<file path="config.mk">
export PLATFORM = sky130hd
export DESIGN_NAME = lru_page_replacement_top
export DESIGN_NICKNAME = d
export VERILOG_FILES = /design/src/hdl/lru_pkg.sv /design/src/hdl/lru_cell.sv /design/src/hdl/lru_page_replacement_top.sv
export SDC_FILE = /design/constraint.sdc
export NUM_CORES = 1
export LEC_CHECK = 0
export BUFFER_PORTS_ARGS = -buffer_cell sky130_fd_sc_hd__buf_2
export CAP_MARGIN = 5
export CORE_MARGIN = 3
export CORE_UTILIZATION = 35
export CTS_BUF_LIST = sky130_fd_sc_hd__clkbuf_4 sky130_fd_sc_hd__clkbuf_8 sky130_fd_sc_hd__clkbuf_16
export DETAILED_ROUTE_END_ITERATION = 7
export MAX_ROUTING_LAYER = met4
export PLACE_DENSITY = 0.56
export RECOVER_POWER = 50
export SETUP_SLACK_MARGIN = 0.02
export SLEW_MARGIN = 20
export SYNTH_ARGS = -nofsm -noshare
export SYNTH_HDL_FRONTEND = slang
export SYNTH_SLANG_ARGS = --single-unit
</file>
<file path="constraint.sdc">
create_clock -name clk -period 3.82 [get_ports clk]
set_clock_uncertainty 0.1 [all_clocks]
set_input_delay 0.382 -clock clk [delete_from_list [all_inputs] [get_ports clk]]
set_output_delay 0.382 -clock clk [all_outputs]
set_load 0.1 [all_outputs]
</file>
<file path="src/hdl/lru_pkg.sv">
// ----------------------------------------------------------------------------
// lru_pkg
// shared constants and types for the lru page replacement block
// ----------------------------------------------------------------------------
package lru_pkg;

	localparam int FRAMES_DEF    = 5;
	localparam int PAGE_BITS_DEF = 16;
	localparam int CNT_W         = 32;
	localparam int OUTCOME_W     = 2;

	localparam logic [OUTCOME_W-1:0] OUTCOME_HIT   = 2'd0;
	localparam logic [OUTCOME_W-1:0] OUTCOME_FILL  = 2'd1;
	localparam logic [OUTCOME_W-1:0] OUTCOME_EVICT = 2'd2;

	// control broadcast from the top level to every cell
	typedef struct packed {
		logic go;
		logic hit_any;
		logic full;
	} lru_ctl_t;

	// status reported by one cell
	typedef struct packed {
		logic valid;
		logic hit;
		logic victim;
		logic sel;
	} lru_stat_t;

endpackage

</file>
<file path="src/hdl/lru_cell.sv">
// ----------------------------------------------------------------------------
// lru_cell
// one frame: resident page, valid bit and recency rank, with local compare
// ----------------------------------------------------------------------------
module lru_cell
	import lru_pkg::*;
#(
	parameter int FRAMES    = FRAMES_DEF,
	parameter int PAGE_BITS = PAGE_BITS_DEF,
	parameter int AGE_W     = $clog2(FRAMES)
) (
	input  logic                 clk,
	input  logic                 arst_n,
	input  lru_ctl_t             ctl,
	input  logic [PAGE_BITS-1:0] page,
	input  logic [AGE_W-1:0]     hit_age,
	input  logic                 prev_valid,
	output lru_stat_t            stat,
	output logic [PAGE_BITS-1:0] page_q,
	output logic [AGE_W-1:0]     age_q
);

	localparam logic [AGE_W-1:0] OLDEST = AGE_W'(FRAMES - 1);

	logic valid_q;
	logic hit;
	logic victim;
	logic free_slot;
	logic sel;

	assign hit       = valid_q && (page_q == page);
	assign victim    = valid_q && (age_q == OLDEST);
	assign free_slot = !valid_q && prev_valid;

	always_comb begin
		priority if (ctl.hit_any) begin
			sel = hit;
		end else if (ctl.full) begin
			sel = victim;
		end else begin
			sel = free_slot;
		end
	end

	assign stat = '{valid: valid_q, hit: hit, victim: victim, sel: sel};

	always_ff @(posedge clk or negedge arst_n) begin
		if (!arst_n) begin
			valid_q <= 1'b0;
			age_q   <= '0;
		end else if (ctl.go) begin
			if (sel) begin
				valid_q <= 1'b1;
				age_q   <= '0;
			end else if (valid_q) begin
				if (!ctl.hit_any || (age_q < hit_age)) begin
					age_q <= age_q + AGE_W'(1);
				end
			end
		end
	end

	always_ff @(posedge clk) begin
		if (ctl.go && sel && !ctl.hit_any) begin
			page_q <= page;
		end
	end

endmodule

</file>
<file path="src/hdl/lru_page_replacement_top.sv">
// ----------------------------------------------------------------------------
// lru_page_replacement_top
// fully associative lru frame set built as a row of frame cells
//
// channel   direction  handshake       payload
// request   in         start / busy    page_number
// result    out        done (strobe)   outcome, frame_index, evicted_page,
//                                      fault_count, access_count
//
// one transaction per cycle: every cell compares the page and updates its
// rank at the accepting edge, the result appears in the next cycle
// busy stays low, the cell row sets the clock period
// reset clears valid bits, ranks and both counters; pages are never cleared
// the receiver cannot stall: done is a one-cycle strobe
// ----------------------------------------------------------------------------
module lru_page_replacement_top
	import lru_pkg::*;
#(
	parameter int FRAMES    = FRAMES_DEF,
	parameter int PAGE_BITS = PAGE_BITS_DEF
) (
	input  logic                        clk,
	input  logic                        arst_n,
	input  logic                        start,
	output logic                        busy,
	input  logic [PAGE_BITS-1:0]        page_number,
	output logic                        done,
	output logic [OUTCOME_W-1:0]        outcome,
	output logic [$clog2(FRAMES)-1:0]   frame_index,
	output logic [PAGE_BITS-1:0]        evicted_page,
	output logic [CNT_W-1:0]            fault_count,
	output logic [CNT_W-1:0]            access_count
);

	localparam int IDX_W = $clog2(FRAMES);

	lru_ctl_t                 ctl;
	lru_stat_t                stat  [FRAMES];
	logic [PAGE_BITS-1:0]     pages [FRAMES];
	logic [IDX_W-1:0]         ages  [FRAMES];
	logic [FRAMES-1:0]        hit_vec;
	logic [FRAMES-1:0]        sel_vec;
	logic [FRAMES-1:0]        victim_vec;
	logic [IDX_W-1:0]         hit_age;
	logic [IDX_W-1:0]         sel_idx;
	logic [PAGE_BITS-1:0]     victim_page;
	logic                     go;
	logic [CNT_W-1:0]         fault_q;
	logic [CNT_W-1:0]         access_q;
	logic [CNT_W-1:0]         fault_nxt;
	logic [CNT_W-1:0]         access_nxt;
	logic [OUTCOME_W-1:0]     outcome_nxt;

	assign busy = 1'b0;
	assign go   = start && !busy;

	assign ctl.go      = go;
	assign ctl.hit_any = |hit_vec;
	assign ctl.full    = stat[FRAMES-1].valid;

	for (genvar i = 0; i < FRAMES; i++) begin : g_cell
		logic prev_valid;
		if (i == 0) begin : g_first
			assign prev_valid = 1'b1;
		end else begin : g_rest
			assign prev_valid = stat[i-1].valid;
		end

		lru_cell #(
			.FRAMES    (FRAMES),
			.PAGE_BITS (PAGE_BITS),
			.AGE_W     (IDX_W)
		) u_cell (
			.clk        (clk),
			.arst_n     (arst_n),
			.ctl        (ctl),
			.page       (page_number),
			.hit_age    (hit_age),
			.prev_valid (prev_valid),
			.stat       (stat[i]),
			.page_q     (pages[i]),
			.age_q      (ages[i])
		);

		assign hit_vec[i]    = stat[i].hit;
		assign sel_vec[i]    = stat[i].sel;
		assign victim_vec[i] = stat[i].victim;
	end

	always_comb begin
		hit_age     = '0;
		sel_idx     = '0;
		victim_page = '0;
		for (int i = 0; i < FRAMES; i++) begin
			hit_age     = hit_age | (hit_vec[i] ? ages[i] : '0);
			sel_idx     = sel_idx | (sel_vec[i] ? IDX_W'(i) : '0);
			victim_page = victim_page | (victim_vec[i] ? pages[i] : '0);
		end
	end

	always_comb begin
		priority if (ctl.hit_any) begin
			outcome_nxt = OUTCOME_HIT;
		end else if (ctl.full) begin
			outcome_nxt = OUTCOME_EVICT;
		end else begin
			outcome_nxt = OUTCOME_FILL;
		end
	end

	assign access_nxt = (access_q != '1) ? access_q + CNT_W'(1) : access_q;
	assign fault_nxt  = ((outcome_nxt == OUTCOME_EVICT) && (fault_q != '1))
	                    ? fault_q + CNT_W'(1) : fault_q;

	always_ff @(posedge clk or negedge arst_n) begin
		if (!arst_n) begin
			done     <= 1'b0;
			fault_q  <= '0;
			access_q <= '0;
		end else begin
			done <= go;
			if (go) begin
				fault_q  <= fault_nxt;
				access_q <= access_nxt;
			end
		end
	end

	always_ff @(posedge clk) begin
		if (go) begin
			outcome      <= outcome_nxt;
			frame_index  <= sel_idx;
			evicted_page <= (outcome_nxt == OUTCOME_EVICT) ? victim_page : '0;
		end
	end

	assign fault_count  = fault_q;
	assign access_count = access_q;

	// valid pages are distinct, so at most one cell can hit
	a_hit_onehot: assert property (@(posedge clk) disable iff (!arst_n)
		$onehot0(hit_vec))
		else $error("more than one frame hit");

	// every transaction lands in exactly one frame
	a_sel_onehot: assert property (@(posedge clk) disable iff (!arst_n)
		go |-> $onehot(sel_vec))
		else $error("transaction selected no frame or several");

	// with all frames valid, ranks form a permutation: one oldest frame
	a_victim_onehot: assert property (@(posedge clk) disable iff (!arst_n)
		ctl.full |-> $onehot(victim_vec))
		else $error("full set without a unique oldest frame");

	// fault count only moves on an eviction
	a_fault_step: assert property (@(posedge clk) disable iff (!arst_n)
		(fault_q != $past(fault_q)) |-> (done && (outcome == OUTCOME_EVICT)))
		else $error("fault count changed without an eviction");

endmodule

</file>
=== Word-level counts from Yosys, hierarchy flattened ===
Index checks and enable logic that the tools add are counted.

* Bits in registers: 186
* Bits of input ports: 19
* Output and inout bits: 87
* Logic and storage cells: 157

* $add $sub $neg: 7
* $lt $le $gt $ge: 5
* Equal/unequal tests: 13
* Muxes and demuxes: 41
* Bitwise logic cells: 11
* Reduce and logical (&&, ||, !) cells: 59

{| class="wikitable"
|+ Operator list
! cell !! number
|-
| $eq A16 B16 Y1 || 5
|-
| $mux W16 || 5
|-
| $add A32 B1 Y32 const B || 2
|-
| $ne A32 B32 Y1 const B || 2
|-
| $or A16 B16 Y16 || 4
|-
| $mux W3 || 21
|-
| $logic_and A1 B1 Y1 || 25
|-
| $reduce_bool A2 Y1 || 10
|-
| $add A3 B1 Y3 const B || 5
|-
| $eq A3 B3 Y1 const B || 5
|-
| $lt A3 B3 Y1 || 5
|-
| $reduce_and A3 Y1 || 5
|-
| $reduce_and A2 Y1 || 7
|-
| $or A3 B3 Y3 || 4
|-
| $mux W1 || 11
|-
| $mux W2 || 4
|-
| $logic_not A1 Y1 || 6
|-
| $logic_or A1 B1 Y1 || 5
|-
| $reduce_or A5 Y1 || 1
|-
| $or A2 B3 Y3 || 1
|-
| $eq A2 B2 Y1 const B || 1
|-
| $or A1 B2 Y2 || 1
|-
| $or A2 B2 Y2 || 1
|}

=== Logic depth before layout (Yosys ltp) ===
* Depth after elaboration: 12
* Gate-level depth with buffers: 12

=== Modules after synthesis ===
A second synthesis with hierarchy kept.

* Cells, all modules: 814
* Area, all modules: 9688.0 µm²

{| class="wikitable"
|+ Modules (own cells, without submodules)
! module !! instances !! cells an instance !! area an instance (µm²)
|-
| lru_cell at g_cell[0].u_cell ... || 4 || 84 || 1081.0
|-
| lru_page_replacement_top || 1 || 394 || 4274.1
|-
| lru_cell at g_cell[4].u_cell || 1 || 84 || 1089.8
|}

=== Least setup slack after synthesis ===
Ideal clock, no wire load.

* Path type: register to register
* From: reg access_q[22] (netlist: access_count[22])
* To: reg access_q[24] (netlist: access_count[24])
* Setup time: 162 ps
* Arrival: 3068 ps
* Data required time: 3558 ps
* Path slack: 490 ps
* Cell stages (with the launch flop): 10
* Path through: dfrtp_1 and4_1 nand4_1 or4_1 o41ai_4 or3_1 nor2_1 nand2_1 nor2_1 xor2_1

* Cells in the longest elaborated chain, start to end: 2
* Elaborated cells between the ends (all ways): 3
* Those cells by class: 1 x add/sub; 1 x eq/ne; 1 x reduce/logical

{| class="wikitable"
|+ Ends and longest elaborated chain
! element !! line !! text
|-
| start: declaration || lru_page_replacement_top.sv:49 || <nowiki>logic [CNT_W-1:0] access_q;</nowiki>
|-
| start signal: assignment || lru_page_replacement_top.sv:124 || <nowiki>access_q <= access_nxt;</nowiki>
|-
| branches (longest 2 deep; another with $add A32 B1 Y32) || -- ||
|}

Parallel ways; which one is timed is not known.
A chain may end at the register's enable or synchronous reset.

=== Worst setup path after layout ===
* From: reg g_cell[3].u_cell.page_q[11]
* To: reg g_cell[4].u_cell.page_q[2], enable pin

* Cells in the longest elaborated chain, start to end: 6
* Elaborated cells between the ends (all ways): 7
* Those cells by class: 1 x eq/ne; 1 x mux; 5 x reduce/logical

{| class="wikitable"
|+ Ends and longest elaborated chain
! element !! line !! text
|-
| start: declaration || lru_cell.sv:19 || <nowiki>output logic [PAGE_BITS-1:0] page_q,</nowiki>
|-
| start signal: assignment || lru_cell.sv:65 || <nowiki>page_q <= page;</nowiki>
|-
| $eq A16 B16 Y1 || lru_cell.sv:31 || <nowiki>assign hit = valid_q && (page_q == page);</nowiki>
|-
| $logic_and A1 B1 Y1 || lru_cell.sv:31 ||
|-
| $reduce_or A5 Y1 || lru_page_replacement_top.sv:58 || <nowiki>assign ctl.hit_any = |hit_vec;</nowiki>
|-
| $mux W1 || lru_cell.sv:36 || <nowiki>priority if (ctl.hit_any) begin</nowiki>
|-
| named net g_cell[4].u_cell.sel || lru_cell.sv:29 || <nowiki>logic sel;</nowiki>
|-
| $logic_and A1 B1 Y1 (2 in series) || lru_cell.sv:64 || <nowiki>if (ctl.go && sel && !ctl.hit_any) begin</nowiki>
|-
| end signal: assignment || lru_cell.sv:65 ||
|-
| end: declaration || lru_cell.sv:19 ||
|}

The timed path passes the listed nets, and every way through them passes these cells.

==> results.yml <==
worst_setup_path:
  cp_cell_sequence: "xor2_1 -> nor4_1 -> nand4_1 -> nor4_1 -> nor3_1 -> a21oi_1 -> a21oi_1 -> and3_1 -> buf_4"
  cpPeakStageDelay_ns: 0.54
  end_kind: "flop"
  cp.required_ns: 3.88
  cp_data_arrival_time_ns: 3.38
  startpoint_type: "flop"
  crit_fanout: 16
  crit_slowest_cell: "nor4_1"
  criticalPathCategory: "reg -> reg"
  cp_top_family: "simple AND/OR/NAND/NOR gates"
  cp_num_buf_inv: 1
floorplan:
  ioPinCount: 106
  die_w_um: 171
  start_util_pct: 36.0
  rows: 59
  die_h_um: 171
  die_area_sq_um: 29100
  coreArea_sq_um: 26400
placement:
  dpl.hpwl_um: 17600
  dp_cells: 1246
  portBuffers: 104
  routabilityCongestion: 0.936
  pre_cts_ws_ns: 0.398
timing:
  fin_crit_sh_pct: 86.9
  tightestPinTransition_ns: 1.83
  relSlewSlack_pct: -21.9
  final.min_clock_period_ns: 3.32
  rsz0062_at_grt: "false"
  maxSlewViolCount: 75
  fmax_mhz: 301
  hold_viol_final: 0
  totalNegativeSetupSlack_ns: 0
  setup_ws_ns: 0.501
  setup_viol: 0
logic_synthesis:
  netlist_area_sq_um: 9490
  synthTopCellsByCount: "edfxtp_1, dfrtp_1, nand2_1, xor2_1, xnor2_1"
  yosysSeqAreaShare_pct: 54.4
  synth_cell_types: 81
  synth_top_area_cell: "edfxtp_1"
  synth.net_count: 859
  synth_top_cell_area_share_pct: 32.0
  async_flop_share_pct: 45.7
  ys_ff_latch: 186
  synth_edf_count: 101
  synth.most_common_cell: "edfxtp_1"
  synthFlopType: "edfxtp_1"
  synth_cells: 828
  synth_area_leaders: "edfxtp_1, dfrtp_1, xor2_1"
  syn_avg_cell_area_sq_um: 11.5
  yosysWarningCount: 0
global_routing:
  antenna_found_initial: 0
  first_global_vias: 6773
  grt_usage_pct: 17.9
  grt_max_degree: 75
  grt_pass1_wl_um: 39100
  grt_remaining_overflow: 0
detailed_routing:
  antenna_left: 0
  wl_per_cell_um: 19.6
  route.detailed.drc: 0
  initialDrtViolationCount: 587
  vias_per_cell: 5.45
  dr.pass1.iters: 6
  finalWirelength_um: 25100
  vias: 6961
clocking:
  worstSkewPairLatency_ns: 0.43
  cts_buffers: 17
  ctsResizeCount: 0
  cts_tree: "built"
  ctsHoldBuffers: 0
  cts_max_path_buffers: 2
  htreeDepth: 4
  cts_setup_buffers: 0
  clock-sinks: 186
  root_buffer: "clkbuf_16"
  clk_pin_slew_ns: 0.07
run:
  cap_violations: 1
run_status:
  violations: "capacitance limit, slew limit"
  status: "finished with violations"
power_and_ir_drop:
  power.density_nw_per_um2: 644
  vdd.ir_drop.worst_uv: 351
  cellLeakagePower_nw: 4.30
hold_path:
  hp-class: "in -> reg"
finish:
  area_delta_synth_final_pct: 15.0
  antenna_cells: 0
  instances_no_fill: 1278
  layout-drive-gt1-share_pct: 12.1
  fin_nets: 961
[cells in the final DEF, fill, tap and decap left out, types with 5 or more instances in the layout]
cell type  count
dfrtp_1       85
o21ai_0        9
nand4_1       27
and3_1        25
buf_2         44
xnor2_1       67
xor2_1        69
nand2_1       74
clkbuf_1      60
edfxtp_1     101
ha_1          12
a21oi_1       17
nand3_1       37
nor4_1        14
and2_1         6
clkbuf_16     18
nor3_1        14
a22oi_1       26
inv_1         30
and4_1        17
a31oi_1       12
o31a_1         5
buf_4         16
nor2_1        41
a222oi_1      11
[sequential cells by signal, summed over array words and instances (netlist names)]
name                   flops
frame_index                3
evicted_page              16
outcome                    2
fault_count               32
g_cell.u_cell.page_q      80
done                       1
g_cell.u_cell.age_q       15
access_count              32
g_cell.u_cell.valid_q      5
[metrics by stage]
step / hold WS, ns / total power, W / area (sq um) / utilization [%]
4_1_cts: 0.0302 / 0.00713 / 11000 / 41.7
2_1_floorplan: -0.0136 / 0.00468 / 9490 / -
3_3_place_gp: 0.368 / 0.00530 / 10400 / 39.5
6_report: 0.306 / 0.00703 / 10900 / 41.4
3_5_place_dp: 0.376 / 0.00531 / 10400 / 39.5
5_1_grt: 0.312 / 0.00738 / 10900 / 41.4
[power breakdown]
part | internal [W] | leakage, nW | switching, W
combinational | 0.000541 | 1.96 | 0.00189
sequential | 0.00250 | 2.04 | 0.000306
clock | 0.000992 | 0.293 | 0.000805
total | 0.00403 | 4.30 | 0.00300
[path summary, 6_finish.rpt]
kind / from / endpoint / slack (ns) / cells after the start
max in group asynchronous: arst_n / g_cell[2].u_cell.age_q[2] / 1.90 / 2
setup / recovery: g_cell[3].u_cell.page_q[11] / g_cell[4].u_cell.page_q[2] / 0.50 / 9
setup reg to reg: g_cell[3].u_cell.page_q[11] / g_cell[4].u_cell.page_q[2] / 0.50 / 9
hold reg to reg: access_count[6] / access_count[6] / 0.39 / 1
min in group asynchronous: arst_n / access_count[14] / 0.34 / 1
hold / removal: page_number[2] / g_cell[2].u_cell.page_q[2] / 0.31 / 1
[cells by family after synthesis]
family | Yosys count | synth area share [%]
compound gates | 129 | 10.8
xor+xnor | 138 | 12.9
fa+ha+maj | 13 | 1.69
buf+inv | 71 | 3.32
flops | 186 | 54.4
mux | 7 | 0.831
other cells | 1 | 0.0395
simple gates | 283 | 16.0
[cell type report]
| class | instances | area (sq um) |
|---|---|---|
| fill | 2531 | 15400 |
| sequential | 186 | 5160 |
| multi-input combinational | 571 | 4020 |
| timing repair buffer | 123 | 611 |
| clock buffer | 21 | 485 |
| tap | 335 | 419 |
| inverter | 31 | 116 |
| clock inverter | 11 | 111 |
[routing by layer]
metal  vias to the layer above  track usage (%)  share of wire, %
met5                         -                -                 0
met4                         0             5.61               2.0
met3                        32             3.07               6.5
met2                       250             28.3                47
met1                      3410             23.6                45
li1                       3269                -                 -
No activity file was read; power rests on OpenSTA's default activity.
